===== src/vrt_pkg.sv =====
// shared types and constants for the voxel ray traversal block
// no dependencies
package vrt_pkg;

    // request kinds
    localparam logic REQ_WRITE = 1'b0;
    localparam logic REQ_RAY   = 1'b1;

    // widths of the reciprocal dividers and of a cell coordinate
    localparam int DIV_BITS  = 32;
    localparam int MAG_BITS  = 16;
    localparam int CELL_BITS = 6;

    typedef enum logic [1:0] {
        AXIS_X = 2'd0,
        AXIS_Y = 2'd1,
        AXIS_Z = 2'd2
    } t_axis;

    typedef enum logic [1:0] {
        F_IDLE,
        F_DIV,
        F_PUSH
    } t_front_state;

    typedef enum logic [2:0] {
        B_CLEAR,
        B_IDLE,
        B_STEP,
        B_LOOK,
        B_DONE
    } t_walk_state;

    // one classified request between front and walker
    typedef struct packed {
        logic                                 is_ray;
        logic [2:0][CELL_BITS-1:0]            vox;
        logic                                 solid;
        logic [2:0][CELL_BITS-1:0]            start;
        logic [2:0]                           neg;
        logic [2:0]                           zero;
        logic [2:0][DIV_BITS-1:0]             delta;
        logic [2:0][DIV_BITS-1:0]             tmax;
    } t_job;

endpackage


===== src/vrt_queue.sv =====
// two-entry request queue between front end and walker
// depends on vrt_pkg
module vrt_queue
    import vrt_pkg::*;
(
    input  logic i_clk,
    input  logic i_rst_n,
    input  logic i_push,
    input  t_job i_job,
    input  logic i_pop,
    output t_job o_job,
    output logic o_full,
    output logic o_empty
);

    t_job       r_mem [2];
    logic       r_wp, r_rp;
    logic [1:0] r_cnt;

    always_ff @(posedge i_clk) begin
        if (i_push) begin
            r_mem[r_wp] <= i_job;
        end
    end

    // pointers and fill level
    always_ff @(posedge i_clk) begin
        if (!i_rst_n) begin
            r_wp  <= 1'b0;
            r_rp  <= 1'b0;
            r_cnt <= '0;
        end else begin
            if (i_push) r_wp <= ~r_wp;
            if (i_pop)  r_rp <= ~r_rp;
            r_cnt <= r_cnt + 2'(i_push) - 2'(i_pop);
        end
    end

    assign o_job   = r_mem[r_rp];
    assign o_full  = r_cnt == 2'd2;
    assign o_empty = r_cnt == 2'd0;

endmodule


===== config.mk =====
export PLATFORM = sky130hd
export DESIGN_NAME = vrt_queue
export DESIGN_NICKNAME = d
export VERILOG_FILES = /design/src/vrt_pkg.sv /design/src/vrt_queue.sv
export SDC_FILE = /design/constraint.sdc
export NUM_CORES = 1
export LEC_CHECK = 0
export ABC_AREA = 1
export ABC_CLOCK_PERIOD_IN_PS = 16850
export BUFFER_PORTS_ARGS = -buffer_cell sky130_fd_sc_hd__buf_2
export CORE_UTILIZATION = 49
export DETAILED_ROUTE_END_ITERATION = 7
export PLACE_DENSITY_LB_ADDON = 0.2
export SLEW_MARGIN = 10
export SYNTH_ARGS = -nofsm -noshare
export SYNTH_HDL_FRONTEND = slang
export SYNTH_SLANG_ARGS = --single-unit
export TNS_END_PERCENT = 30

===== constraint.sdc =====
create_clock -name i_clk -period 16.85 [get_ports i_clk]
set_clock_uncertainty 0.15 [all_clocks]
set_input_delay 1.685 -clock i_clk [delete_from_list [all_inputs] [get_ports i_clk]]
set_output_delay 1.685 -clock i_clk [all_outputs]
set_load 0.03 [all_outputs]

==> results.json, run 1 <==
{
  "ys.flop_type": "edfxtp_1",
  "hold_path.class": "flop to flop",
  "power.switching_mw": 0.6412,
  "multi_input_area_um2": 2914,
  "cap_violations": 0,
  "cts.clk_slew.worst_paths_ps": 60,
  "htreeDepth": 2,
  "die_h_um": 190.4,
  "ff_latch_area_um2": 14280,
  "ys_types": 13,
  "syn_avg_cell_area_um2": 22.68,
  "fin_crit_sh": 0.3241,
  "firstDrtPassIters": 4,
  "max_clock_freq_mhz": 183.1,
  "numCtsBuffers": 48,
  "vdd_drop_max_mv": 0.09187,
  "leakage_nw": 8.224,
  "crit_type": "flop to output port",
  "p_clk_frac": 0.363,
  "syn_to_final_growth_pct": 24.83,
  "clock_path_buffers": 3,
  "synth-compound-area-share": 0.0002877,
  "drt-total-wl_mm": 36.77,
  "path_buf_inv": 3,
  "p_seq_frac": 0.518,
  "num_rows": 68,
  "end_kind": "output port",
  "synth_top_family_by_area": "multiplexers",
  "antenna_found_initial": 10,
  "netlist_area_um2": 17400,
  "crit_slowest_cell": "buf_4",
  "combPwrFrac": 0.119,
  "rsz0062_at_grt": "false",
  "synth_top_area_share": 0.8148,
  "ant_nets": 0,
  "finalHoldViolations": 0,
  "syn_nets": 1009,
  "synthCells": 767,
  "vias": 8853,
  "switching_share": 0.2380,
  "cts_resized": 0,
  "holdBufCountCts": 0,
  "vias_per_cell": 4.988,
  "ys_top_cells_by_count": "edfxtp_1, mux2_2, mux2_4",
  "status": "complete, no violations",
  "nNetsFinal": 1518,
  "cts_tree": "built",
  "fin_tns_setup_ps": 0,
  "worst_setup_path_start_kind": "flop",
  "crit_family": "buffers and inverters",
  "globalplace.congestion": 0.8177,
  "die_x_um": 190.4,
  "root_buffer": "clkbuf_16",
  "crit_path_max_fanout": 64,
  "coreArea_um2": 34710,
  "setup_viol": 0,
  "yosysWarnings": 0,
  "arrival_ps": 3630,
  "synth_seq_area_share": 0.8205,
  "fin_total_pwr_mw": 2.694,
  "port_buffers": 477,
  "track_usage": 0.1931,
  "p_int_mw": 2.053,
  "place_hpwl_mm": 25.06,
  "synthTopCellsByArea": "edfxtp_1, mux2_2, mux2_4",
  "post_cts_buffers": 0,
  "power_density_nw_per_um2": 124.1,
  "relSlewSlack": 0.3321,
  "required_ps": 15010,
  "cp_slowest_stage_delay_ps": 850,
  "synth_edf_count": 472,
  "crit_path_frequent_cell": "buf_4",
  "cp_cell_sequence": "buf_4 > buf_4 > mux2_2 > buf_2",
  "async_reset_ff_frac": 0,
  "drive_above_1_share": 0.5986,
  "start_util": 0.5011,
  "synth-simple-area-share": 0.003956,
  "wl_per_cell_um": 20.72,
  "synth_fa_ha_area_frac": 0.001439,
  "clkSinkCount": 477,
  "post-synth-top-count-cell": "edfxtp_1",
  "slew_violations": 0,
  "grt-ovfl-total": 0,
  "grt_max_degree": 95,
  "synth_top_cell_by_area": "edfxtp_1",
  "ys_ff_latch": 477,
  "grt_first_pass_wirelength_mm": 51.79,
  "worst_slew_pin_slew_ps": 999.6,
  "grt_pass1_vias": 8920,
  "final.min_clock_period_ps": 5461,
  "drt-initial-drc-count": 553,
  "synthMuxAreaShare": 0.1614,
  "drc_errors": 0,
  "ios": 478,
  "die_area_um2": 36260,
  "fillers": 2533,
  "synth_xor_area_frac": 0,
  "worstSkewPairLatency_ps": 530
}
-- cell usage in the layout (no fill, tap or decap) --
master / netlist / layout
nand2_1: 8 / 8
buf_4: 11 / 8
inv_8: 0 / 1
clkinv_2: 0 / 5
a21oi_1: 1 / 1
dfxtp_1: 5 / 4
nand3_1: 1 / 1
clkinv_1: 0 / 12
inv_6: 0 / 2
dfxtp_4: 0 / 1
clkinvlp_4: 0 / 2
buf_2: 10 / 477
clkbuf_16: 0 / 49
diode_2: 0 / 7
inv_1: 7 / 6
bufinv_16: 0 / 2
clkinv_4: 0 / 2
nor2_4: 0 / 1
mux2_4: 40 / 40
ha_1: 2 / 2
clkbuf_1: 0 / 13
edfxtp_1: 472 / 472
nor2_1: 9 / 8
mux2_2: 196 / 196
-- stage by stage --
stage                       util  instances  cell area (um^2)  hold slack [ps]  worst slack, ps
after floorplan                -        767             17400            313.5             4272
after global placement    0.5831       1681             20240            326.3            11830
after detailed placement  0.5831       1681             20240            343.1            11850
after CTS                 0.6250       1768             21700            358.4            11330
after global routing      0.6253       1772             21710            386.9            11160
final                     0.6255       1775             21710            352.5            11390
-- area by class of cell --
cell class / instances / area share
repair buffers: 485 / 0.1127
clock inverters: 25 / 0.008297
well taps: 455 / 0.02622
flip-flops and latches: 477 / 0.6575
clock buffers: 62 / 0.05871
inverters: 7 / 0.001556
diodes: 7 / 0.0008067
multi-input cells: 257 / 0.1342
-- worst reg2reg max path, delay by kind of cell, from the launching register on --
family	cells	cell delay (ps)
buffers and inverters	2	1670
and+or+nand+nor	1	790
DFF	1	340
-- power by group through the flow --
stage / clock, mW / combinational [mW] / sequential, mW
2_1_floorplan: 0 / 0.219 / 1.43
3_3_place_gp: 0 / 0.319 / 1.42
3_5_place_dp: 0 / 0.322 / 1.42
4_1_cts: 1.00 / 0.324 / 1.39
5_1_grt: 1.04 / 0.337 / 1.40
6_report: 0.979 / 0.320 / 1.39
-- registers in the layout (all words and copies together) (netlist names), named ones only --
name / count
r_wp: 1
r_cnt: 2
r_rp: 1
r_mem: 472
-- cell families (layout without fill, tap and decap cells) --
logic type      count (synthesis)  count (layout)
fa+ha+maj                       2               2
mux                           236             236
buf+inv                        33             579
compound gates                  1               1
other cells                     0               7
flops                         477             477
simple gates                   18              18
-- metal layers --
layer / GRT usage / vias up / part of all wire
li1: - / 4087 / -
met1: 0.2231 / 4322 / 0.37
met2: 0.3298 / 359 / 0.50
met3: 0.07398 / 77 / 0.098
met4: 0.06246 / 8 / 0.024
met5: 0 / - / 0.0013
-- final timing paths --
check	startpoint	end	slack, ps	depth (start not counted)
setup / recovery	flop	o_job[105]	11390	4
hold / removal	r_rp	r_rp	350	2
setup reg to reg	r_wp	r_mem[0][166]	13470	3
hold reg to reg	r_rp	r_rp	350	2
Power figures use the tool's default switching activity.
==> inputs of run 2 (changes only) <==
--- a/config.mk
+++ b/config.mk
@@ -6,9 +6,9 @@
 export NUM_CORES = 1
 export LEC_CHECK = 0
 export ABC_AREA = 1
-export ABC_CLOCK_PERIOD_IN_PS = 16850
+export ABC_CLOCK_PERIOD_IN_PS = 4390
 export BUFFER_PORTS_ARGS = -buffer_cell sky130_fd_sc_hd__buf_2
-export CORE_UTILIZATION = 49
+export CORE_UTILIZATION = 47
 export DETAILED_ROUTE_END_ITERATION = 7
 export PLACE_DENSITY_LB_ADDON = 0.2
 export SLEW_MARGIN = 10
==> constraint.sdc (replaced) <==
create_clock -name i_clk -period 4.39 [get_ports i_clk]
set_clock_uncertainty 0.15 [all_clocks]
set_input_delay 0.439 -clock i_clk [delete_from_list [all_inputs] [get_ports i_clk]]
set_output_delay 0.439 -clock i_clk [all_outputs]
set_load 0.03 [all_outputs]
==> run 2 against run 1 <==
Compared with the run above:
- final cell count increased by 14%
- critical path type unchanged
- first-iteration DRC count decreased by 35%
- flip-flop and latch count unchanged
- combinational power increased to 4.5 times the previous value
- clock power increased to 3.9 times the previous value
- sequential power increased to 3.8 times the previous value
- highest routed layer is now met4
- worst setup slack got worse by 10000 ps
==> results.json, run 2 (synthesis gave the netlist of run 1 again) <==
{
  "setup_viol": 0,
  "syn_to_final_growth_pct": 39.34,
  "cp_cell_sequence": "buf_4 > mux2_2 > buf_2",
  "worstSkewPairLatency_ps": 560,
  "r2r_start": "r_wp",
  "final_common_cell": "buf_2",
  "leakage_nw": 9.283,
  "drt-total-wl_mm": 40.01,
  "final.min_clock_period_ps": 3070,
  "nNetsFinal": 1763,
  "cts.clk_slew.worst_paths_ps": 60,
  "path_buf_inv": 2,
  "grt_pass1_vias": 10800,
  "power_density_nw_per_um2": 438.5,
  "crit_family": "flip-flops",
  "crit_type": "flop to output port",
  "slew_violations": 0,
  "end_kind": "output port",
  "worst_slew_pin_slew_ps": 935.7,
  "cap_violations": 0,
  "top_regs": "r_mem: 472 flops, r_cnt: 2 flops",
  "clock_path_buffers": 3,
  "layout_common_cells": "buf_2, edfxtp_1, dlygate4sd3_1",
  "drc_errors": 0,
  "post_cts_buffers": 0,
  "htreeDepth": 2,
  "rsz0062_at_grt": "false",
  "numCtsBuffers": 48,
  "regMostFlops": "r_mem",
  "layout_setup_ws_ps": 1320,
  "crit_path_max_fanout": 56,
  "required_ps": 3800,
  "ff_latch_area_um2": 14280,
  "status": "complete, no violations",
  "r2r-end": "r_mem[1][132]",
  "rrSetupSlack_ps": 1810,
  "largest_register_ffs": 472,
  "vias_per_cell": 4.925,
  "cts_resized": 0,
  "root_buffer": "clkbuf_16",
  "die_area_um2": 37790,
  "start_util": 0.4763,
  "die_x_um": 194.4,
  "fin_crit_sh": 0.6994,
  "antenna_found_initial": 3,
  "cp_slowest_stage_delay_ps": 890,
  "arrival_ps": 2480,
  "cts_tree": "built",
  "drt-initial-drc-count": 359,
  "ios": 478,
  "num_rows": 70,
  "fin_util": 0.6637,
  "grt-ovfl-total": 0,
  "grt_first_pass_wirelength_mm": 59.73,
  "pre_cts_ws_ps": 1601,
  "port_buffers": 477,
  "finalHoldViolations": 0,
  "min_to": "r_rp",
  "clkSinkCount": 477,
  "hold_path.class": "primary input to flop",
  "place_hpwl_mm": 24.77,
  "drive_above_1_share": 0.5116,
  "max_clock_freq_mhz": 325.7,
  "hold_start": "i_pop",
  "coreArea_um2": 36520,
  "die_h_um": 194.4,
  "r2r_cells": 4,
  "firstDrtPassIters": 4,
  "track_usage": 0.2086,
  "wl_per_cell_um": 19.74,
  "ant_nets": 0,
  "holdBufCountCts": 237,
  "grt_max_degree": 108,
  "worst_setup_path_start_kind": "flop",
  "vdd_drop_max_mv": 0.3819,
  "relSlewSlack": 0.3762,
  "fillers": 2451,
  "hold_depth": 3,
  "vias": 9982,
  "globalplace.congestion": 0.7586,
  "multi_input_area_um2": 2930,
  "crit_slowest_cell": "dfxtp_4"
}
## run 2: stage by stage
step	power (mW)	setup TNS (ps)	area (um^2)	std cells	hold WS (ps)
6_report	10.63	0	24240	2027	73.29
5_1_grt	10.97	0	24240	2027	67.16
4_1_cts	10.72	0	24230	2024	40.83
3_5_place_dp	6.709	0	20410	1702	374.8
3_3_place_gp	6.683	0	20410	1702	328.6
2_1_floorplan	6.284	-64880	17440	767	313.5
## run 2: tightest hold or removal path, delay by kind of cell
family                 cells  cell delay, ps
buffers and inverters      1             130
AND/OR/NAND/NOR            2             170
## run 2: layer usage
layer,vias up,track usage,wire length [um]
li1,4568,-,-
met1,4929,0.2378,15240
met2,398,0.3638,20240
met3,87,0.06247,3146
met4,0,0.08995,1375
met5,-,0,0
## run 2: layout make-up
| type | instances | share of cell area |
|---|---|---|
| antenna | 3 | 0.0003097 |
| clock buffer | 65 | 0.05307 |
| clock inverter | 20 | 0.006866 |
| inverter | 7 | 0.001755 |
| multi-input combinational | 257 | 0.1209 |
| sequential | 477 | 0.5890 |
| tap | 468 | 0.02416 |
| timing repair buffer | 730 | 0.2039 |
## run 2: worst max-delay path by stage
stage | startpoint | endpoint | slack, ps | cells past startpoint
after floorplan | i_push | r_mem[1][0] | -160 | 2
after global placement | i_push | r_mem[1][127] | 1640 | 5
after detailed placement | i_push | r_mem[1][132] | 1600 | 5
after CTS | flop | o_job[121] | 1250 | 3
after global routing | flop | o_job[121] | 1180 | 3
final | flop | o_job[121] | 1320 | 3
## run 2: report_power, final
group | internal (mW) | total [mW] | switching (mW)
Combinational | 0.582 | 1.44 | 0.860
Clock | 2.22 | 3.83 | 1.61
Sequential | 5.28 | 5.35 | 0.0714
Total | 8.08 | 10.6 | 2.55
==> inputs of run 3 (changes only) <==
--- a/config.mk
+++ b/config.mk
@@ -5,10 +5,10 @@
 export SDC_FILE = /design/constraint.sdc
 export NUM_CORES = 1
 export LEC_CHECK = 0
-export ABC_AREA = 1
-export ABC_CLOCK_PERIOD_IN_PS = 4390
+export ABC_AREA = 0
+export ABC_CLOCK_PERIOD_IN_PS = 2900
 export BUFFER_PORTS_ARGS = -buffer_cell sky130_fd_sc_hd__buf_2
-export CORE_UTILIZATION = 47
+export CORE_UTILIZATION = 49
 export DETAILED_ROUTE_END_ITERATION = 7
 export PLACE_DENSITY_LB_ADDON = 0.2
 export SLEW_MARGIN = 10
==> constraint.sdc (replaced) <==
create_clock -name i_clk -period 2.9 [get_ports i_clk]
set_clock_uncertainty 0.15 [all_clocks]
set_input_delay 0.29 -clock i_clk [delete_from_list [all_inputs] [get_ports i_clk]]
set_output_delay 0.29 -clock i_clk [all_outputs]
set_load 0.03 [all_outputs]
==> run 3 against run 2 <==
Compared with the run above:
- first-iteration DRC count is 36% higher
- clock power is 44% higher
- via count is 1.4% lower
- cell area hardly changed
- routed wire length is 1.8% lower
- die area is 4.0% lower
- largest cell class unchanged
- largest power group unchanged
- synthesized cell count is 1.6% lower
==> results.json, run 3 <==
{
  "status": "complete, no violations",
  "clock_path_buffers": 3,
  "grt-ovfl-total": 0,
  "r2r_start": "r_wp",
  "drt-initial-drc-count": 489,
  "end_kind": "output port",
  "yosysWarnings": 0,
  "cts_tree": "built",
  "num_rows": 68,
  "ys_top_cells_by_count": "edfxtp_1, mux2_2, mux2_4",
  "rsz0062_at_grt": "false",
  "cts_resized": 0,
  "final_common_cell": "buf_2",
  "setup_viol": 0,
  "pre_cts_ws_ps": 801.8,
  "vdd_drop_max_mv": 0.5361,
  "ant_nets": 0,
  "drc_errors": 0,
  "required_ps": 2460,
  "worst_slew_pin_slew_ps": 675.7,
  "ys_ff_latch": 477,
  "antenna_found_initial": 3,
  "worst_setup_path_start_kind": "flop",
  "netlist_area_um2": 17400,
  "drt-total-wl_mm": 39.29,
  "layout_common_cells": "buf_2, edfxtp_1, dlygate4sd3_1",
  "slew_violations": 0,
  "hold_path.class": "primary input to flop",
  "ys_types": 15,
  "cap_violations": 0,
  "die_area_um2": 36260,
  "min_to": "r_mem[1][166]",
  "r2r-end": "r_mem[1][12]",
  "vias_per_cell": 4.899,
  "ys.flop_type": "edfxtp_1",
  "root_buffer": "clkbuf_16",
  "htreeDepth": 2,
  "port_buffers": 477,
  "grt_first_pass_wirelength_mm": 56.68,
  "cts.clk_slew.worst_paths_ps": 60,
  "largest_register_ffs": 472,
  "syn_to_final_growth_pct": 39.28,
  "clkSinkCount": 477,
  "synth_seq_area_share": 0.8205,
  "wl_per_cell_um": 19.55,
  "vias": 9847,
  "layout_setup_ws_ps": 252.5,
  "max_clock_freq_mhz": 377.7,
  "synth_edf_count": 472,
  "die_h_um": 190.4,
  "place_hpwl_mm": 25.19,
  "nNetsFinal": 1761,
  "worstSkewPairLatency_ps": 550,
  "regMostFlops": "r_mem",
  "grt_max_degree": 112,
  "r2r_cells": 2,
  "synth_top_cell_by_area": "edfxtp_1",
  "rrSetupSlack_ps": 1000,
  "numCtsBuffers": 47,
  "track_usage": 0.2109,
  "synth_top_area_share": 0.8148,
  "ios": 478,
  "post-synth-top-count-cell": "edfxtp_1",
  "crit_path_max_fanout": 30,
  "finalHoldViolations": 0,
  "firstDrtPassIters": 6,
  "syn_nets": 997,
  "hold_depth": 2,
  "drive_above_1_share": 0.5132,
  "crit_type": "flop to output port",
  "globalplace.congestion": 0.7698,
  "coreArea_um2": 34710,
  "syn_avg_cell_area_um2": 23.04,
  "start_util": 0.5011,
  "fin_crit_sh": 0.9129,
  "power_density_nw_per_um2": 662.4,
  "leakage_nw": 9.277,
  "fin_total_pwr_mw": 16.05,
  "synthTopCellsByArea": "edfxtp_1, mux2_2, mux2_4",
  "post_cts_buffers": 0,
  "top_regs": "r_mem: 472 flops, r_cnt: 2 flops",
  "synthCells": 755,
  "relSlewSlack": 0.5496,
  "arrival_ps": 2210,
  "fin_util": 0.6980,
  "hold_start": "i_job[166]",
  "die_x_um": 190.4,
  "final.min_clock_period_ps": 2647,
  "grt_pass1_vias": 10340,
  "async_reset_ff_frac": 0
}
run 3: changes by cell type after synthesis, moves of 4 or more:
cell     previous run  this run
nor2b_1             0         4
and2_1              0         4
inv_1               7         2
nand2_1             8         0
nor2_1              9         1
run 3: timing repair:
action                                  CTS  global route
hold buffers                            240             0
hold endpoints to repair                477             0
endpoints found under the setup margin    0             0
run 3: power breakdown:
group / switching, mW / internal (mW)
clock network: 2.37 / 3.17
logic: 1.44 / 0.996
registers: 0.0984 / 7.98
run 3: final cells by class:
| class | count | area [um^2] |
|---|---|---|
| timing repair buffer | 741 | 5045 |
| clock inverter | 16 | 97.59 |
| sequential | 477 | 14280 |
| multi-input combinational | 250 | 2935 |
| inverter | 2 | 7.507 |
| antenna | 4 | 10.01 |
| tap | 455 | 569.3 |
| clock buffer | 65 | 1286 |
| fill | 2249 | 10490 |
run 3: critical path: stages, from the launching register on:
cell	delay [ps]
dfxtp_4	640
buf_4	390
mux2_2	410
buf_2	190
run 3: worst max path at each step:
stage / from / end / depth (start not counted)
after floorplan: i_push / r_mem[0][0] / 1
after global placement: flop / o_job[87] / 3
after detailed placement: flop / o_job[87] / 3
after CTS: flop / o_job[87] / 3
after global routing: flop / o_job[121] / 3
final: flop / o_job[121] / 3
run 3: cell families after synthesis:
logic type               share of synthesized area
AO/OA/AOI/OAI                            0.0004317
XOR/XNOR                                  0.001798
adder cells (fa/ha/maj)                   0.001438
buffers and inverters                      0.01129
flip-flops                                  0.8205
multiplexers                                0.1614
AND/OR/NAND/NOR                           0.003092
run 3: stage by stage:
step / area [um^2] / setup TNS, ps / std cells / hold slack, ps
2_1_floorplan: 17400 / -591510 / 755 / 238.9
3_3_place_gp: 20430 / 0 / 1685 / 326.7
3_5_place_dp: 20430 / 0 / 1685 / 330.8
4_1_cts: 24220 / 0 / 2006 / 259.9
5_1_grt: 24220 / 0 / 2008 / 276.0
6_report: 24230 / 0 / 2010 / 300.1
run 3: layer usage:
| metal | track usage | routed length (um) | part of all wire |
|---|---|---|---|
| met5 | 0 | 10 | 0.00025 |
| met1 | 0.2305 | 14410 | 0.37 |
| met3 | 0.06846 | 3298 | 0.084 |
| met2 | 0.3722 | 20320 | 0.52 |
| met4 | 0.09446 | 1239 | 0.032 |
