### src/vrt_pkg.sv
// shared types and constants for the voxel ray traversal block
// no dependencies
package vrt_pkg;

    // request kinds
    localparam logic REQ_WRITE = 1'b0;
    localparam logic REQ_RAY   = 1'b1;

    // widths of the reciprocal dividers and of a cell coordinate
    localparam int DIV_BITS  = 32;
    localparam int MAG_BITS  = 16;
    localparam int CELL_BITS = 6;

    typedef enum logic [1:0] {
        AXIS_X = 2'd0,
        AXIS_Y = 2'd1,
        AXIS_Z = 2'd2
    } t_axis;

    typedef enum logic [1:0] {
        F_IDLE,
        F_DIV,
        F_PUSH
    } t_front_state;

    typedef enum logic [2:0] {
        B_CLEAR,
        B_IDLE,
        B_STEP,
        B_LOOK,
        B_DONE
    } t_walk_state;

    // one classified request between front and walker
    typedef struct packed {
        logic                                 is_ray;
        logic [2:0][CELL_BITS-1:0]            vox;
        logic                                 solid;
        logic [2:0][CELL_BITS-1:0]            start;
        logic [2:0]                           neg;
        logic [2:0]                           zero;
        logic [2:0][DIV_BITS-1:0]             delta;
        logic [2:0][DIV_BITS-1:0]             tmax;
    } t_job;

endpackage

### src/vrt_div.sv
// radix-2 restoring divider, one quotient bit per cycle
// depends on vrt_pkg
module vrt_div
    import vrt_pkg::*;
(
    input  logic                i_clk,
    input  logic                i_rst_n,
    input  logic                i_start,
    input  logic [DIV_BITS-1:0] i_dividend,
    input  logic [MAG_BITS-1:0] i_divisor,
    output logic                o_busy,
    output logic [DIV_BITS-1:0] o_quotient
);

    localparam int CNT_W = $clog2(DIV_BITS);

    logic                r_busy;
    logic [CNT_W-1:0]    r_cnt;
    logic [DIV_BITS-1:0] r_q;
    logic [MAG_BITS-1:0] r_rem;
    logic [MAG_BITS-1:0] r_div;
    logic [MAG_BITS:0]   w_trial;
    logic [MAG_BITS:0]   w_diff;
    logic                w_ge;

    // trial subtraction
    assign w_trial = {r_rem, r_q[DIV_BITS-1]};
    assign w_ge    = w_trial >= {1'b0, r_div};
    assign w_diff  = w_trial - {1'b0, r_div};

    // control
    always_ff @(posedge i_clk) begin
        if (!i_rst_n) begin
            r_busy <= 1'b0;
            r_cnt  <= '0;
        end else if (i_start) begin
            r_busy <= 1'b1;
            r_cnt  <= '0;
        end else if (r_busy) begin
            r_cnt <= r_cnt + CNT_W'(1);
            if (r_cnt == CNT_W'(DIV_BITS - 1)) begin
                r_busy <= 1'b0;
            end
        end
    end

    // datapath: dividend shifts out as quotient shifts in
    always_ff @(posedge i_clk) begin
        if (i_start) begin
            r_q   <= i_dividend;
            r_rem <= '0;
            r_div <= i_divisor;
        end else if (r_busy) begin
            r_q   <= {r_q[DIV_BITS-2:0], w_ge};
            r_rem <= w_ge ? w_diff[MAG_BITS-1:0] : w_trial[MAG_BITS-1:0];
        end
    end

    assign o_busy     = r_busy;
    assign o_quotient = r_q;

endmodule

### src/vrt_front.sv
// front end: takes requests, classifies them and works out ray set-up
// depends on vrt_pkg and vrt_div
module vrt_front
    import vrt_pkg::*;
(
    input  logic                 i_clk,
    input  logic                 i_rst_n,
    input  logic                 i_enable,
    input  logic                 i_valid,
    output logic                 o_ready,
    input  logic                 i_req_type,
    input  logic [5:0]           i_cell_x,
    input  logic [5:0]           i_cell_y,
    input  logic [5:0]           i_cell_z,
    input  logic                 i_solid,
    input  logic [21:0]          i_origin_x,
    input  logic [21:0]          i_origin_y,
    input  logic [21:0]          i_origin_z,
    input  logic signed [15:0]   i_dir_x,
    input  logic signed [15:0]   i_dir_y,
    input  logic signed [15:0]   i_dir_z,
    input  logic                 i_q_full,
    output logic                 o_push,
    output t_job                 o_job
);

    t_front_state r_state, n_state;
    t_job         r_job;
    logic         w_accept;
    logic [2:0]   w_busy, w_tbusy;
    logic [2:0][DIV_BITS-1:0] w_delta_q, w_tmax_q;
    logic [2:0][21:0]         w_org;
    logic [2:0][15:0]         w_dir;

    assign w_org = {i_origin_z, i_origin_y, i_origin_x};
    assign w_dir = {i_dir_z, i_dir_y, i_dir_x};
    assign w_accept = i_valid && o_ready;

    // per-axis reciprocal dividers
    for (genvar a = 0; a < 3; a++) begin : g_axis
        logic [15:0]  w_frac;
        logic         w_neg;
        logic [15:0]  w_mag;
        logic [16:0]  w_dist;
        logic [DIV_BITS-1:0] w_num;

        assign w_frac = w_org[a][15:0];
        assign w_neg  = w_dir[a][15];
        assign w_mag  = w_neg ? 16'(-w_dir[a]) : w_dir[a];
        always_comb begin
            if (!w_neg) begin
                w_dist = 17'h10000 - {1'b0, w_frac};
            end else if (w_frac != '0) begin
                w_dist = {1'b0, w_frac};
            end else begin
                w_dist = 17'h10000;
            end
        end
        assign w_num = {w_dist[16:0], 15'd0};

        vrt_div u_delta (
            .i_clk      (i_clk),
            .i_rst_n    (i_rst_n),
            .i_start    (w_accept && i_req_type == REQ_RAY),
            .i_dividend (DIV_BITS'(1) << (DIV_BITS - 1)),
            .i_divisor  (w_mag),
            .o_busy     (w_busy[a]),
            .o_quotient (w_delta_q[a])
        );

        vrt_div u_tmax (
            .i_clk      (i_clk),
            .i_rst_n    (i_rst_n),
            .i_start    (w_accept && i_req_type == REQ_RAY),
            .i_dividend (w_num),
            .i_divisor  (w_mag),
            .o_busy     (w_tbusy[a]),
            .o_quotient (w_tmax_q[a])
        );
    end

    // request capture
    always_ff @(posedge i_clk) begin
        if (w_accept) begin
            r_job.is_ray <= i_req_type;
            r_job.vox    <= {i_cell_z, i_cell_y, i_cell_x};
            r_job.solid  <= i_solid;
            r_job.start  <= {i_origin_z[21:16], i_origin_y[21:16], i_origin_x[21:16]};
            r_job.neg    <= {i_dir_z[15], i_dir_y[15], i_dir_x[15]};
            r_job.zero   <= {i_dir_z == '0, i_dir_y == '0, i_dir_x == '0};
            r_job.delta  <= '0;
            r_job.tmax   <= '0;
        end
    end

    always_ff @(posedge i_clk) begin
        if (!i_rst_n) begin
            r_state <= F_IDLE;
        end else begin
            r_state <= n_state;
        end
    end

    // sequencing
    always_comb begin
        n_state = r_state;
        o_ready = 1'b0;
        o_push  = 1'b0;
        unique case (r_state)
            F_IDLE: begin
                o_ready = i_enable;
                if (w_accept) begin
                    n_state = (i_req_type == REQ_RAY) ? F_DIV : F_PUSH;
                end
            end
            F_DIV: begin
                if ((w_busy | w_tbusy) == '0) begin
                    n_state = F_PUSH;
                end
            end
            F_PUSH: begin
                if (!i_q_full) begin
                    o_push  = 1'b1;
                    n_state = F_IDLE;
                end
            end
            default: n_state = F_IDLE;
        endcase
    end

    always_comb begin
        o_job       = r_job;
        o_job.delta = w_delta_q;
        o_job.tmax  = w_tmax_q;
    end

endmodule

### config.mk
export PLATFORM = sky130hd
export DESIGN_NAME = vrt_front
export DESIGN_NICKNAME = d
export VERILOG_FILES = /design/src/vrt_pkg.sv /design/src/vrt_div.sv /design/src/vrt_front.sv
export SDC_FILE = /design/constraint.sdc
export NUM_CORES = 1
export LEC_CHECK = 0
export BUFFER_PORTS_ARGS = -buffer_cell sky130_fd_sc_hd__buf_2
export CAP_MARGIN = 15
export CORE_AREA = 2 2 264 162
export CTS_CLUSTER_DIAMETER = 50
export DETAILED_ROUTE_END_ITERATION = 7
export DIE_AREA = 0 0 266 164
export PLACE_DENSITY = 0.77
export SLEW_MARGIN = 30
export SYNTH_ARGS = -nofsm -noshare
export SYNTH_HDL_FRONTEND = slang
export SYNTH_SLANG_ARGS = --single-unit
### constraint.sdc
create_clock -name i_clk -period 11.85 [get_ports i_clk]
set_clock_uncertainty 0.05 [all_clocks]
set_input_delay 0 -clock i_clk [delete_from_list [all_inputs] [get_ports i_clk]]
set_output_delay 0 -clock i_clk [all_outputs]
set_load 0.01 [all_outputs]
==> summary.log, run 1 <==
[drt] Via density 5.86
[outcome] run status completed
[floorplan] Die Area 43600 um2
[grt] number of global-route vias before repair 18880
[drt] Residual DRC 0
[timing] Slew Viols, Final 0
[place] Final Wtd Congestion 0.974
[cells_and_area] final core utilization 0.664
[power_and_ir_drop] P_leak 11.7 nW
[logic_synthesis] FF+latch count, synth 418
[grt] GRT Total Usage 0.288
[logic_synthesis] net count after synthesis 2594
[setup_path] worst r2r path cells 9
[timing] FMAX 220 MHz
[drt] router iterations before antenna repair 6
[cells_and_area] number of filler instances in the final layout 3137
[setup_path] reg-to-reg setup timing slack 7.30 ns
[grt] wire length of the first global-routing pass 101 mm
[cells_and_area] Layout Area Growth over Synthesis 24.2%
[clock_tree] cts bufs inserted 42
[min_path] worst hold path class in2reg
[clock_tree] clock tree from TritonCTS done
[timing] tightest slew margin relative to the limit 0.275
[setup_path] startpoint of the worst setup timing path r_state[0]
[timing] part of the cycle the worst path needs 0.384
[clock_tree] clock transition at the registers of the reported paths 0.07 ns
[logic_synthesis] most area-consuming cells after synthesis sky130_fd_sc_hd__dfxtp_1 (25%), sky130_fd_sc_hd__edfxtp_1 (19%), sky130_fd_sc_hd__mux2i_1 (8.9%), sky130_fd_sc_hd__ha_1 (6.5%), sky130_fd_sc_hd__xnor2_1 (5.1%)
[drt] WL/cell 19.2 um
[run] Max Cap Violations 0
[place] number of port buffers 376
[timing] shortest period the worst path allows 4.55 ns
[setup_path] Worst R2R Start r_state[0]
[grt] largest net degree at the start of global routing 77
[timing] unrepaired setup endpoints after global routing false
[logic_synthesis] share of the synthesized area in the top cell type 0.250
[timing] count of final hold-check violations 0
[logic_synthesis] synth unique cells 75
[clock_tree] number of cells upsized or downsized after cts 0
[setup_path] nature of the critical path startpoint flop
[clock_tree] clk sinks 418
[logic_synthesis] Synth Flop Type sky130_fd_sc_hd__dfxtp_1
[drt] Total Wirelength 65.4 mm
[clock_tree] CTS H-tree lvls 2
[timing] Setup TNS Final 0 ns
[logic_synthesis] Post-Synthesis Cell Area 22000 um2
[cells_and_area] most common library cell in the layout ignoring fill and taps sky130_fd_sc_hd__buf_2
[logic_synthesis] number of synthesized flops with an enable pin 143
[floorplan] total core area 41200 um2
[logic_synthesis] YS warnings 0
[timing] Final setup viols 0
[setup_path] endpoint required time on the critical path 11.98 ns
[setup_path] Critical path destination g_axis[0].u_tmax.o_quotient[27]
[setup_path] arrival time at the worst endpoint 4.68 ns
[clock_tree] worst-skew pair later-pin latency 0.56 ns
[logic_synthesis] synthesized netlist cell count 2335
[power_and_ir_drop] PD cells 197 nW/um2
[logic_synthesis] synthesized area divided by synthesized cell count 9.44 um2
[timing] Least-Margin Pin Slew 1.08 ns
[grt] number of antenna violations at the first check in global routing 11
[power_and_ir_drop] worst IR drop on VDD 0.000116 V
[logic_synthesis] Synth area leader sky130_fd_sc_hd__dfxtp_1
[floorplan] number of rows in the core area 58
[logic_synthesis] share of async-settable or async-resettable flops after synthesis 0
[floorplan] boundary pin count 377
[cells_and_area] fraction of final layout cells with drive strength greater than 1 0.171
[drt] initial drt markers 1978
[floorplan] height of the chip 164 um
[logic_synthesis] share of synthesized area occupied by flip-flops and latches 0.445
[clock_tree] buffers from clock root to sink, at most 3
[setup_path] critical path fanouts, max 76
[cells_and_area] most used cells in the layout excluding fill and tap cells sky130_fd_sc_hd__buf_2 (376), sky130_fd_sc_hd__nor2_1 (281), sky130_fd_sc_hd__dfxtp_1 (269)
[drt] Post-DRT Antenna Nets 0
[setup_path] type of the setup path with the least slack reg2reg
[floorplan] effective utilization at floorplan 0.535
[setup_path] capturing element type of the critical path flop
[grt] Remaining Overflow, GRT 0
[drt] count of vias placed by the detailed router 19938
[setup_path] Critical R2R Capture g_axis[0].u_tmax.o_quotient[27]
[place] HPWL after DPL 44.9 mm
[clock_tree] root buffer cell sky130_fd_sc_hd__clkbuf_16
[floorplan] Die X 266 um
[cells_and_area] net count of the finished layout 3079
==> Yosys cell counts, types with 5 or more instances <==
| master | instances |
|---|---|
| sky130_fd_sc_hd__nand3_1 | 53 |
| sky130_fd_sc_hd__o21bai_1 | 10 |
| sky130_fd_sc_hd__mux2i_1 | 196 |
| sky130_fd_sc_hd__o31a_1 | 5 |
| sky130_fd_sc_hd__xor2_1 | 34 |
| sky130_fd_sc_hd__nand4b_1 | 5 |
| sky130_fd_sc_hd__xnor2_1 | 129 |
| sky130_fd_sc_hd__buf_2 | 5 |
| sky130_fd_sc_hd__a32oi_1 | 6 |
| sky130_fd_sc_hd__a21boi_0 | 9 |
| sky130_fd_sc_hd__a21oi_1 | 150 |
| sky130_fd_sc_hd__or3_1 | 9 |
| sky130_fd_sc_hd__o31ai_1 | 23 |
| sky130_fd_sc_hd__ha_1 | 114 |
| sky130_fd_sc_hd__nand2b_1 | 18 |
| sky130_fd_sc_hd__nand2_1 | 146 |
| sky130_fd_sc_hd__o21a_1 | 15 |
| sky130_fd_sc_hd__o2111ai_1 | 5 |
| sky130_fd_sc_hd__buf_1 | 10 |
| sky130_fd_sc_hd__inv_1 | 102 |
| sky130_fd_sc_hd__a211oi_1 | 22 |
| sky130_fd_sc_hd__nor2_1 | 282 |
| sky130_fd_sc_hd__or4_1 | 10 |
| sky130_fd_sc_hd__nor4_1 | 13 |
| sky130_fd_sc_hd__dfxtp_1 | 275 |
| sky130_fd_sc_hd__a21o_1 | 22 |
| sky130_fd_sc_hd__or2_2 | 5 |
| sky130_fd_sc_hd__and3_1 | 19 |
| sky130_fd_sc_hd__o21ai_1 | 21 |
| sky130_fd_sc_hd__o21ai_0 | 176 |
| sky130_fd_sc_hd__a31oi_1 | 25 |
| sky130_fd_sc_hd__o211ai_1 | 7 |
| sky130_fd_sc_hd__nor2b_1 | 22 |
| sky130_fd_sc_hd__fa_1 | 6 |
| sky130_fd_sc_hd__o311ai_0 | 5 |
| sky130_fd_sc_hd__nand4_1 | 21 |
| sky130_fd_sc_hd__edfxtp_1 | 143 |
| sky130_fd_sc_hd__and2_1 | 7 |
| sky130_fd_sc_hd__nand3b_1 | 13 |
| sky130_fd_sc_hd__o41ai_1 | 9 |
| sky130_fd_sc_hd__clkbuf_1 | 93 |
| sky130_fd_sc_hd__nor3_1 | 35 |
==> how the worst min path moves through the flow <==
stage	slack [ns]	from	end	cells past startpoint
floorplan	-0.003	i_q_full	o_push	1
global placement	0.13	i_cell_y[4]	o_job[227]	1
detailed placement	0.13	i_cell_y[0]	o_job[223]	1
CTS	0.009	i_origin_y[1]	g_axis[1].u_tmax.o_quotient[16]	4
global route	0.09	i_origin_y[1]	g_axis[1].u_tmax.o_quotient[16]	4
finish	0.02	i_origin_y[1]	g_axis[1].u_tmax.o_quotient[16]	4
==> metrics by stage <==
| step | hold slack, ns | cell area, um2 | total power [W] | cells | worst slack, ns |
|---|---|---|---|---|---|
| 6_report | 0.0204 | 27400 | 0.00539 | 3402 | 7.30 |
| 3_3_place_gp | 0.127 | 24300 | 0.00384 | 3154 | 7.50 |
| 5_1_grt | 0.0870 | 27400 | 0.00570 | 3402 | 7.03 |
| 4_1_cts | 0.00928 | 27400 | 0.00534 | 3394 | 7.35 |
| 2_1_floorplan | -0.00330 | 22000 | 0.00341 | 2335 | 7.27 |
| 3_5_place_dp | 0.128 | 24300 | 0.00391 | 3154 | 7.36 |
==> area by class of cell <==
class / count / area [um2] / area share
Multi-Input combinational cell: 1704 / 11500 / 0.419
Sequential cell: 418 / 9810 / 0.358
Timing Repair Buffer: 550 / 3590 / 0.131
Clock buffer: 54 / 1220 / 0.0446
Tap cell: 540 / 676 / 0.0247
Inverter: 104 / 395 / 0.0144
Clock inverter: 24 / 191 / 0.00699
Antenna cell: 8 / 20.0 / 0.000731
==> power breakdown <==
| group | internal, W | switching, W |
|---|---|---|
| Combinational | 0.000908 | 0.00122 |
| Sequential | 0.00171 | 0.000184 |
| Clock | 0.000778 | 0.000588 |
==> layer usage <==
| layer | track usage | wire length (um) | vias up |
|---|---|---|---|
| li1 | - | - | 9362 |
| met5 | 0 | 35 | - |
| met4 | 0.134 | 3070 | 6 |
| met2 | 0.435 | 27800 | 1031 |
| met3 | 0.0600 | 5710 | 204 |
| met1 | 0.398 | 28900 | 9335 |
==> what timing repair did <==
action,4_1_cts,5_1_grt
endpoints found under the hold margin,166,0
hold buffers,162,0
setup buffers,0,0
==> critical path: stages, from the launching register on <==
cell	delay (ns)
sky130_fd_sc_hd__dfxtp_1	0.33
sky130_fd_sc_hd__inv_1	0.11
sky130_fd_sc_hd__and3_1	0.17
sky130_fd_sc_hd__and2_2	0.13
sky130_fd_sc_hd__buf_4	0.58
sky130_fd_sc_hd__nand2_4	0.36
sky130_fd_sc_hd__inv_6	0.45
sky130_fd_sc_hd__buf_4	0.83
sky130_fd_sc_hd__nor2_1	0.45
sky130_fd_sc_hd__inv_1	0.63
==> state kept, by name (all words and copies together) (netlist names) <==
| name | count |
|---|---|
| g_axis.u_delta.o_busy | 3 |
| g_axis.u_delta.o_quotient | 96 |
| g_axis.u_delta.r_cnt | 15 |
| g_axis.u_delta.r_div | 32 |
| g_axis.u_delta.r_rem | 48 |
| g_axis.u_tmax.o_busy | 3 |
| g_axis.u_tmax.o_quotient | 96 |
| g_axis.u_tmax.r_cnt | 15 |
| g_axis.u_tmax.r_div | 16 |
| g_axis.u_tmax.r_rem | 48 |
| o_job | 44 |
| r_state | 2 |
==> logic make-up (layout without fill, tap and decap cells) <==
kind of cell | Yosys count | after routing | synth area share
DFF | 418 | 418 | 0.445
buffers and inverters | 213 | 732 | 0.0367
xor gates and xnor gates | 163 | 163 | 0.0648
other | 0 | 8 | 0
AOI/OAI and AO/OA | 546 | 546 | 0.151
muxes | 200 | 200 | 0.0911
adders and majority gates | 120 | 120 | 0.0702
and+or+nand+nor | 675 | 675 | 0.142
Note: power is estimated with default switching activity, not from simulation.
==> inputs of run 2 (changes only) <==
--- a/config.mk
+++ b/config.mk
@@ -5,13 +5,14 @@
 export SDC_FILE = /design/constraint.sdc
 export NUM_CORES = 1
 export LEC_CHECK = 0
+export ABC_AREA = 1
 export BUFFER_PORTS_ARGS = -buffer_cell sky130_fd_sc_hd__buf_2
 export CAP_MARGIN = 15
-export CORE_AREA = 2 2 264 162
+export CORE_AREA = 2 2 276 169
 export CTS_CLUSTER_DIAMETER = 50
 export DETAILED_ROUTE_END_ITERATION = 7
-export DIE_AREA = 0 0 266 164
-export PLACE_DENSITY = 0.77
+export DIE_AREA = 0 0 278 171
+export PLACE_DENSITY = 0.76
 export SLEW_MARGIN = 30
 export SYNTH_ARGS = -nofsm -noshare
 export SYNTH_HDL_FRONTEND = slang
==> constraint.sdc (replaced) <==
create_clock -name i_clk -period 4.4 [get_ports i_clk]
set_clock_uncertainty 0.05 [all_clocks]
set_input_delay 0 -clock i_clk [delete_from_list [all_inputs] [get_ports i_clk]]
set_output_delay 0 -clock i_clk [all_outputs]
set_load 0.01 [all_outputs]
==> run 2 against run 1 <==
Effect of this change:
- via count rose by 17%
- clock power rose to 2.7 times the previous value
- global-route usage rose by 1.0 points
- area after synthesis rose by 9.1%
- maximum frequency rose by 41%
- count of clock-buffer cells in the layout rose by 6
- largest power group is now registers
==> summary.log, run 2 <==
[outcome] run status completed
[cells_and_area] Layout Area Growth over Synthesis 22.5%
[clock_tree] worst-skew pair later-pin latency 0.57 ns [about the same]
[timing] count of final hold-check violations 0 [unchanged]
[setup_path] nature of the critical path startpoint flop
[logic_synthesis] number of synthesized flops with an enable pin 143 [unchanged]
[clock_tree] clock transition at the registers of the reported paths 0.07 ns [about the same]
[setup_path] critical path fanouts, max 74 [-2.6%]
[place] Place WS 1.63 ns [-5.73 ns]
[timing] part of the cycle the worst path needs 0.731 [+0.347]
[grt] number of antenna violations at the first check in global routing 2 [-9]
[clock_tree] CTS H-tree lvls 2 [unchanged]
[setup_path] crit-path cells nor2_1 > inv_1 > nor2_4 > nand2_2 > nor2_4 > buf_4 > buf_4 > nand3_1 > dlygate4sd3_1 > nand2_1
[setup_path] Max stage delay cell, worst path sky130_fd_sc_hd__buf_4
[grt] Remaining Overflow, GRT 0 [unchanged]
[logic_synthesis] most numerous cell types in the synthesized netlist sky130_fd_sc_hd__nand2_1 (1046), sky130_fd_sc_hd__inv_1 (519), sky130_fd_sc_hd__dfxtp_1 (275), sky130_fd_sc_hd__nand3_1 (219), sky130_fd_sc_hd__nor2_1 (183)
[setup_path] worst r2r path cells 10 [+1]
[floorplan] Die X 278 um [+4.5%]
[floorplan] Die Area 47500 um2 [+9.0%]
[grt] number of global-route vias before repair 21243 [+13%]
[logic_synthesis] Synth Flop Type sky130_fd_sc_hd__dfxtp_1
[timing] Slew Viols, Final 0 [unchanged]
[drt] Post-DRT Antenna Nets 0 [unchanged]
[setup_path] type of the setup path with the least slack reg2reg
[setup_path] critical path's largest stage delay 0.83 ns [about the same]
[floorplan] height of the chip 171 um [+4.3%]
[logic_synthesis] net count after synthesis 3579 [+38%]
[setup_path] startpoint of the worst setup timing path r_state[0]
[drt] top routing layer used met5
[setup_path] Critical R2R Capture g_axis[2].u_tmax.o_quotient[15]
[min_path] Hold EP g_axis[2].u_delta.o_quotient[20]
[power_and_ir_drop] PD cells 429 nW/um2 [+120%]
[logic_synthesis] synthesized netlist cell count 3320 [+42%]
[drt] count of vias placed by the detailed router 23383 [+17%]
[drt] met1 layer wirelength in the final routing 33.5 mm [+16%]
[logic_synthesis] YS warnings 0 [unchanged]
[logic_synthesis] share of synthesized area occupied by flip-flops and latches 0.407 [-0.0371]
[timing] post-route worst setup slack 1.18 ns [-6.12 ns]
[place] number of port buffers 376 [unchanged]
[logic_synthesis] synthesized area divided by synthesized cell count 7.24 um2 [-23%]
[timing] FMAX 311 MHz [+41%]
[setup_path] arrival time at the worst endpoint 3.61 ns [-1.07 ns]
[place] Final Wtd Congestion 0.975 [+0.16%]
[logic_synthesis] FF+latch count, synth 418 [unchanged]
[drt] met2 wire length 29.9 mm [+7.7%]
[min_path] critical hold path startpoint i_valid
[floorplan] effective utilization at floorplan 0.530 [-0.00518]
[logic_synthesis] share of the synthesized area in the top cell type 0.229 [-0.0208]
[floorplan] total core area 45400 um2 [+10%]
[cells_and_area] most used cells in the layout excluding fill and tap cells sky130_fd_sc_hd__nand2_1 (1045), sky130_fd_sc_hd__inv_1 (517), sky130_fd_sc_hd__buf_2 (376)
[drt] router iterations before antenna repair 7 [+1]
[timing] shortest period the worst path allows 3.22 ns [-1.33 ns]
[clock_tree] cts bufs inserted 43 [+2.4%]
[setup_path] reg-to-reg setup timing slack 1.18 ns [-6.12 ns]
[drt] WL/cell 16.3 um [-15%]
[setup_path] capturing element type of the critical path flop
[floorplan] boundary pin count 377 [unchanged]
[cells_and_area] most common library cell in the layout ignoring fill and taps sky130_fd_sc_hd__nand2_1
[clock_tree] clock tree from TritonCTS done
[clock_tree] post-CTS setup buffer count 0 [unchanged]
[timing] Least-Margin Pin Slew 0.962 ns [-0.114 ns]
[logic_synthesis] Post-Synthesis Cell Area 24000 um2 [+9.1%]
[grt] wire length of the first global-routing pass 114 mm [+13%]
[logic_synthesis] share of async-settable or async-resettable flops after synthesis 0 [unchanged]
[drt] Residual DRC 0 [unchanged]
[floorplan] number of rows in the core area 61 [+5.2%]
[logic_synthesis] Synth area leader sky130_fd_sc_hd__dfxtp_1
[timing] tightest slew margin relative to the limit 0.358 [+0.0835]
[timing] unrepaired setup endpoints after global routing false
[power_and_ir_drop] worst IR drop on VDD 0.000364 V [+210%]
[cells_and_area] fraction of final layout cells with drive strength greater than 1 0.131 [-0.0399]
[clock_tree] buffers from clock root to sink, at most 3 [unchanged]
[timing] Setup TNS Final 0 ns [unchanged]
[drt] detailed-routed wire length on met3 6.92 mm [+21%]
[grt] largest net degree at the start of global routing 75 [-2.6%]
[logic_synthesis] synth unique cells 48 [-36%]
[clock_tree] root buffer cell sky130_fd_sc_hd__clkbuf_16
[min_path] hold depth 6 [+2]
[timing] Final setup viols 0 [unchanged]
[drt] Total Wirelength 72.6 mm [+11%]
[setup_path] Worst R2R Start r_state[0]
[min_path] worst hold path class in2reg
[grt] GRT Total Usage 0.298 [+0.0101]
[setup_path] endpoint required time on the critical path 4.79 ns [-7.19 ns]
[place] HPWL after DPL 49.2 mm [+9.6%]
[clock_tree] clk sinks 418 [unchanged]
[drt] Via density 5.25 [-11%]
[run] Max Cap Violations 0 [unchanged]
[cells_and_area] diodes inserted 0 [-8]
[logic_synthesis] most area-consuming cells after synthesis sky130_fd_sc_hd__dfxtp_1 (23%), sky130_fd_sc_hd__edfxtp_1 (18%), sky130_fd_sc_hd__nand2_1 (16%), sky130_fd_sc_hd__inv_1 (8.1%), sky130_fd_sc_hd__ha_1 (5.9%)
[drt] initial drt markers 2290 [+16%]
[cells_and_area] net count of the finished layout 4084 [+33%]
[logic_synthesis] cell with the most instances after synthesis sky130_fd_sc_hd__nand2_1
[power_and_ir_drop] P_leak 15.4 nW [+31%]
## run 2: cells by family after synthesis
family | count (synthesis) | synth area share
AND/OR/NAND/NOR | 1596 | 0.280
AO/OA/AOI/OAI | 429 | 0.101
XOR/XNOR | 117 | 0.0426
buffers and inverters | 640 | 0.105
flip-flops | 418 | 0.407
adder cells (fa/ha/maj) | 120 | 0.0643
## run 2: repair_timing
action | CTS | global route
setup endpoints to repair | 0 | 0
resized for setup | 0 | 0
hold endpoints to repair | 151 | 0
hold buffers | 180 | 0
## run 2: worst max path at each step
stage          slack, ns                               to  depth (start not counted)
2_1_floorplan       1.60        g_axis[0].u_tmax.r_div[0]                          6
3_3_place_gp        1.71        g_axis[1].u_tmax.r_cnt[0]                          9
3_5_place_dp        1.63       g_axis[1].u_tmax.r_rem[14]                         12
4_1_cts             1.23  g_axis[2].u_tmax.o_quotient[15]                         10
5_1_grt             0.96  g_axis[2].u_tmax.o_quotient[15]                         10
6_report            1.18  g_axis[2].u_tmax.o_quotient[15]                         10
## run 2: final cells by class
type                    instances  area (um2)
flip-flops and latches        418        9810
well taps                     598         748
multi-input cells            2262       11700
inverters                     531        2000
repair buffers                569        3780
clock buffers                  60        1200
fillers                      3789       16000
clock inverters                20         194
## run 2: layer usage
layer,global-route usage,vias up
li1,-,11568
met1,0.435,10455
met2,0.441,1150
met3,0.0640,208
met4,0.0912,2
met5,0,-
## run 2: worst max-delay path, delay by kind of cell, from the launching register on
| family | cells | cell delay (ns) |
|---|---|---|
| buffers and inverters | 4 | 1.99 |
| flip-flops | 1 | 0.33 |
| AND/OR/NAND/NOR | 6 | 0.63 |
## run 2: report_power, final
part           switching [W]  internal [W]
sequential          0.000313       0.00438
combinational        0.00273       0.00156
clock                0.00161       0.00205
## run 2: stage by stage
stage                     cell area (um2)  power [W]  hold WS (ns)  utilization  std cells
after floorplan                     24000    0.00778      0.000692            -       3320
after global routing                29500     0.0134        0.0827        0.649       4458
after CTS                           29500     0.0126        0.0539        0.649       4458
final                               29500     0.0126        0.0756        0.649       4458
after detailed placement            26300    0.00878         0.128        0.578       4198
after global placement              26200    0.00878         0.126        0.578       4198
==> inputs of run 3 (changes only) <==
==> constraint.sdc (replaced) <==
create_clock -name i_clk -period 3.3 [get_ports i_clk]
set_clock_uncertainty 0.05 [all_clocks]
set_input_delay 0 -clock i_clk [delete_from_list [all_inputs] [get_ports i_clk]]
set_output_delay 0 -clock i_clk [all_outputs]
set_load 0.01 [all_outputs]
==> run 3 against run 2 <==
Effect of this change:
- clock power is 46% higher
- flip-flop and latch count stayed put
- count of clock-buffer cells in the layout is 7 lower
- worst hold slack worse by 0.0075 ns
- total power is 37% higher
- final cell count is 0.61% higher
- die area stayed put
- sequential power is 35% higher
- first-iteration DRC count is 2.9% higher
- non-clock buffer count is 20 higher
==> summary.log, run 3 (synthesis results as in run 2) <==
[clock_tree] CTS H-tree lvls 2 [unchanged]
[grt] GRT Total Usage 0.295 [-0.00344]
[setup_path] Worst R2R Start r_state[0]
[setup_path] startpoint of the worst setup timing path i_dir_y[15]
[floorplan] Die Area 47500 um2 [unchanged]
[drt] Residual DRC 0 [unchanged]
[run] Max Cap Violations 0 [unchanged]
[setup_path] arrival time at the worst endpoint 3.46 ns [-0.15 ns]
[setup_path] critical path fanouts, max 21 [-72%]
[setup_path] capturing element type of the critical path flop
[setup_path] critical path's largest stage delay 0.56 ns [-0.27 ns]
[place] post-placement cell area 26300 um2 [+0.30%]
[timing] Setup TNS Final 0 ns [unchanged]
[cells_and_area] total non-filler cell area in the finished layout 29800 um2 [+1.1%]
[floorplan] effective utilization at floorplan 0.530 [unchanged]
[timing] Least-Margin Pin Slew 0.861 ns [-0.102 ns]
[setup_path] type of the setup path with the least slack in2reg
[outcome] run status completed
[drt] Post-DRT Antenna Nets 0 [unchanged]
[place] number of port buffers 376 [unchanged]
[drt] WL/cell 16.0 um [-1.7%]
[place] HPWL after DPL 50.0 mm [+1.6%]
[floorplan] boundary pin count 377 [unchanged]
[clock_tree] clock transition at the registers of the reported paths 0.07 ns [about the same]
[cells_and_area] Layout Area Growth over Synthesis 23.9%
[grt] Remaining Overflow, GRT 0 [unchanged]
[grt] largest net degree at the start of global routing 71 [-5.3%]
[clock_tree] worst-skew pair later-pin latency 0.58 ns [about the same]
[clock_tree] post-CTS setup buffer count 0 [unchanged]
[grt] number of antenna violations at the first check in global routing 1 [-1]
[cells_and_area] final core utilization 0.656 [+0.00744]
[setup_path] critical path buffer and inverter count 5 [+1]
[clock_tree] cts bufs inserted 46 [+7.0%]
[timing] Slew Viols, Final 0 [unchanged]
[timing] tightest slew margin relative to the limit 0.426 [+0.0678]
[grt] number of global-route vias before repair 21159 [-0.40%]
[drt] Total Wirelength 71.8 mm [-1.1%]
[setup_path] worst r2r path cells 11 [+1]
[timing] Final setup viols 0 [unchanged]
[clock_tree] root buffer cell sky130_fd_sc_hd__clkbuf_16
[clock_tree] clock tree from TritonCTS done
[grt] wire length of the first global-routing pass 113 mm [-0.81%]
[min_path] Hold EP o_job[195]
[cells_and_area] number of filler instances in the final layout 3840 [+1.3%]
[place] number of cells in the design after placement 4209 [+0.26%]
[setup_path] crit-path most repeated cell sky130_fd_sc_hd__dlygate4sd3_1
[clock_tree] number of hold buffers added after CTS 189 [+5.0%]
[timing] FMAX 326 MHz
[timing] part of the cycle the worst path needs 0.929
[setup_path] Critical R2R Capture g_axis[0].u_tmax.o_quotient[29]
[clock_tree] clk sinks 418 [unchanged]
[floorplan] Die X 278 um [unchanged]
[setup_path] kind of cell adding the most delay to the critical path buffers and inverters
[cells_and_area] net count of the finished layout 4107 [+0.56%]
[floorplan] height of the chip 171 um [unchanged]
[setup_path] reg-to-reg setup timing slack 0.33 ns [-0.85 ns]
[cells_and_area] most used cells in the layout excluding fill and tap cells sky130_fd_sc_hd__nand2_1 (1046), sky130_fd_sc_hd__inv_1 (518), sky130_fd_sc_hd__buf_2 (376)
[drt] count of vias placed by the detailed router 23315 [-0.29%]
[power_and_ir_drop] P_leak 15.6 nW [+1.2%]
[timing] count of final hold-check violations 0 [unchanged]
[cells_and_area] post-route insts no fill 4485 [+0.61%]
[place] Final Wtd Congestion 0.976 [about the same]
[cells_and_area] fraction of final layout cells with drive strength greater than 1 0.136 [+0.00533]
[floorplan] total core area 45400 um2 [unchanged]
[setup_path] nature of the critical path startpoint input port
[min_path] worst hold path class in2reg
[timing] shortest period the worst path allows 3.07 ns
[setup_path] Max stage delay cell, worst path sky130_fd_sc_hd__dlygate4sd3_1
[setup_path] crit-path cells dlygate4sd3_1 > buf_2 > clkinv_1 > o21ai_0 > nand2_1 > nor2_1 > nor2_1 > dlygate4sd3_1 > o21ai_1 > dlygate4sd3_1
[power_and_ir_drop] PD cells 583 nW/um2 [+36%]
[setup_path] endpoint required time on the critical path 3.70 ns [-1.09 ns]
[floorplan] number of rows in the core area 61 [unchanged]
[timing] unrepaired setup endpoints after global routing false
[cells_and_area] most common library cell in the layout ignoring fill and taps sky130_fd_sc_hd__nand2_1
[power_and_ir_drop] worst IR drop on VDD 0.000415 V [+14%]
[drt] Via density 5.20 [-0.89%]
[clock_tree] number of cells upsized or downsized after cts 0 [unchanged]
[min_path] hold depth 3 [-3]
[drt] initial drt markers 2357 [+2.9%]
[min_path] critical hold path startpoint i_valid
[clock_tree] buffers from clock root to sink, at most 3 [unchanged]
[power_and_ir_drop] overall power after layout 0.0174 W [+37%]
[drt] router iterations before antenna repair 5 [-2]
-- run 3: cell count changes in the layout (fill, tap and decap cells not counted), moves of 2 or more --
cell | before | now
sky130_fd_sc_hd__buf_4 | 13 | 24
sky130_fd_sc_hd__bufinv_16 | 2 | 4
sky130_fd_sc_hd__clkbuf_1 | 12 | 3
sky130_fd_sc_hd__clkbuf_16 | 44 | 47
sky130_fd_sc_hd__clkinv_2 | 4 | 11
sky130_fd_sc_hd__clkinv_4 | 4 | 2
sky130_fd_sc_hd__clkinvlp_4 | 1 | 3
sky130_fd_sc_hd__diode_2 | 0 | 2
sky130_fd_sc_hd__dlygate4sd3_1 | 180 | 189
sky130_fd_sc_hd__inv_8 | 2 | 5
-- run 3: cell type report --
type / count / area [um2] / share of cell area
Clock inverter: 32 / 332 / 0.0111
Antenna cell: 2 / 5.00 / 0.000168
Multi-Input combinational cell: 2262 / 11700 / 0.393
Sequential cell: 418 / 9800 / 0.329
Inverter: 531 / 2000 / 0.0671
Tap cell: 598 / 748 / 0.0251
Clock buffer: 53 / 1230 / 0.0412
Timing Repair Buffer: 589 / 3950 / 0.133
-- run 3: worst min-delay path, cell delays in order --
cell	delay [ns]
sky130_fd_sc_hd__buf_2	0.10
sky130_fd_sc_hd__nand2_2	0.11
sky130_fd_sc_hd__inv_4	0.22
-- run 3: metrics by stage --
step | hold slack, ns | setup slack [ns]
after floorplan | 0.000692 | 0.497
after global placement | 0.126 | 0.640
after global routing | 0.0667 | 0.0799
final | 0.0682 | 0.234
after detailed placement | 0.128 | 0.608
after CTS | 0.0503 | 0.366
-- run 3: power by group --
group	internal, W	leakage, nW	total [W]	switching [W]
sequential	0.00584	3.58	0.00632	0.000485
combinational	0.00211	11.2	0.00569	0.00358
clock	0.00304	0.770	0.00535	0.00231
total	0.0110	15.6	0.0174	0.00638
-- run 3: per-layer routing --
metal,up-vias,GRT usage,wire length [um]
met3,159,0.0706,7200
li1,11625,-,-
met1,10463,0.439,33700
met4,0,0.0686,1660
met5,-,0,0
met2,1068,0.428,29200
-- run 3: worst max-delay path by stage --
stage | cells after the start | to
global placement | 13 | g_axis[0].u_delta.r_rem[10]
detailed placement | 13 | g_axis[0].u_delta.r_rem[10]
global route | 10 | g_axis[1].u_tmax.o_quotient[26]
floorplan | 6 | g_axis[0].u_tmax.r_div[0]
CTS | 11 | g_axis[0].u_tmax.o_quotient[30]
finish | 10 | g_axis[1].u_tmax.o_quotient[26]
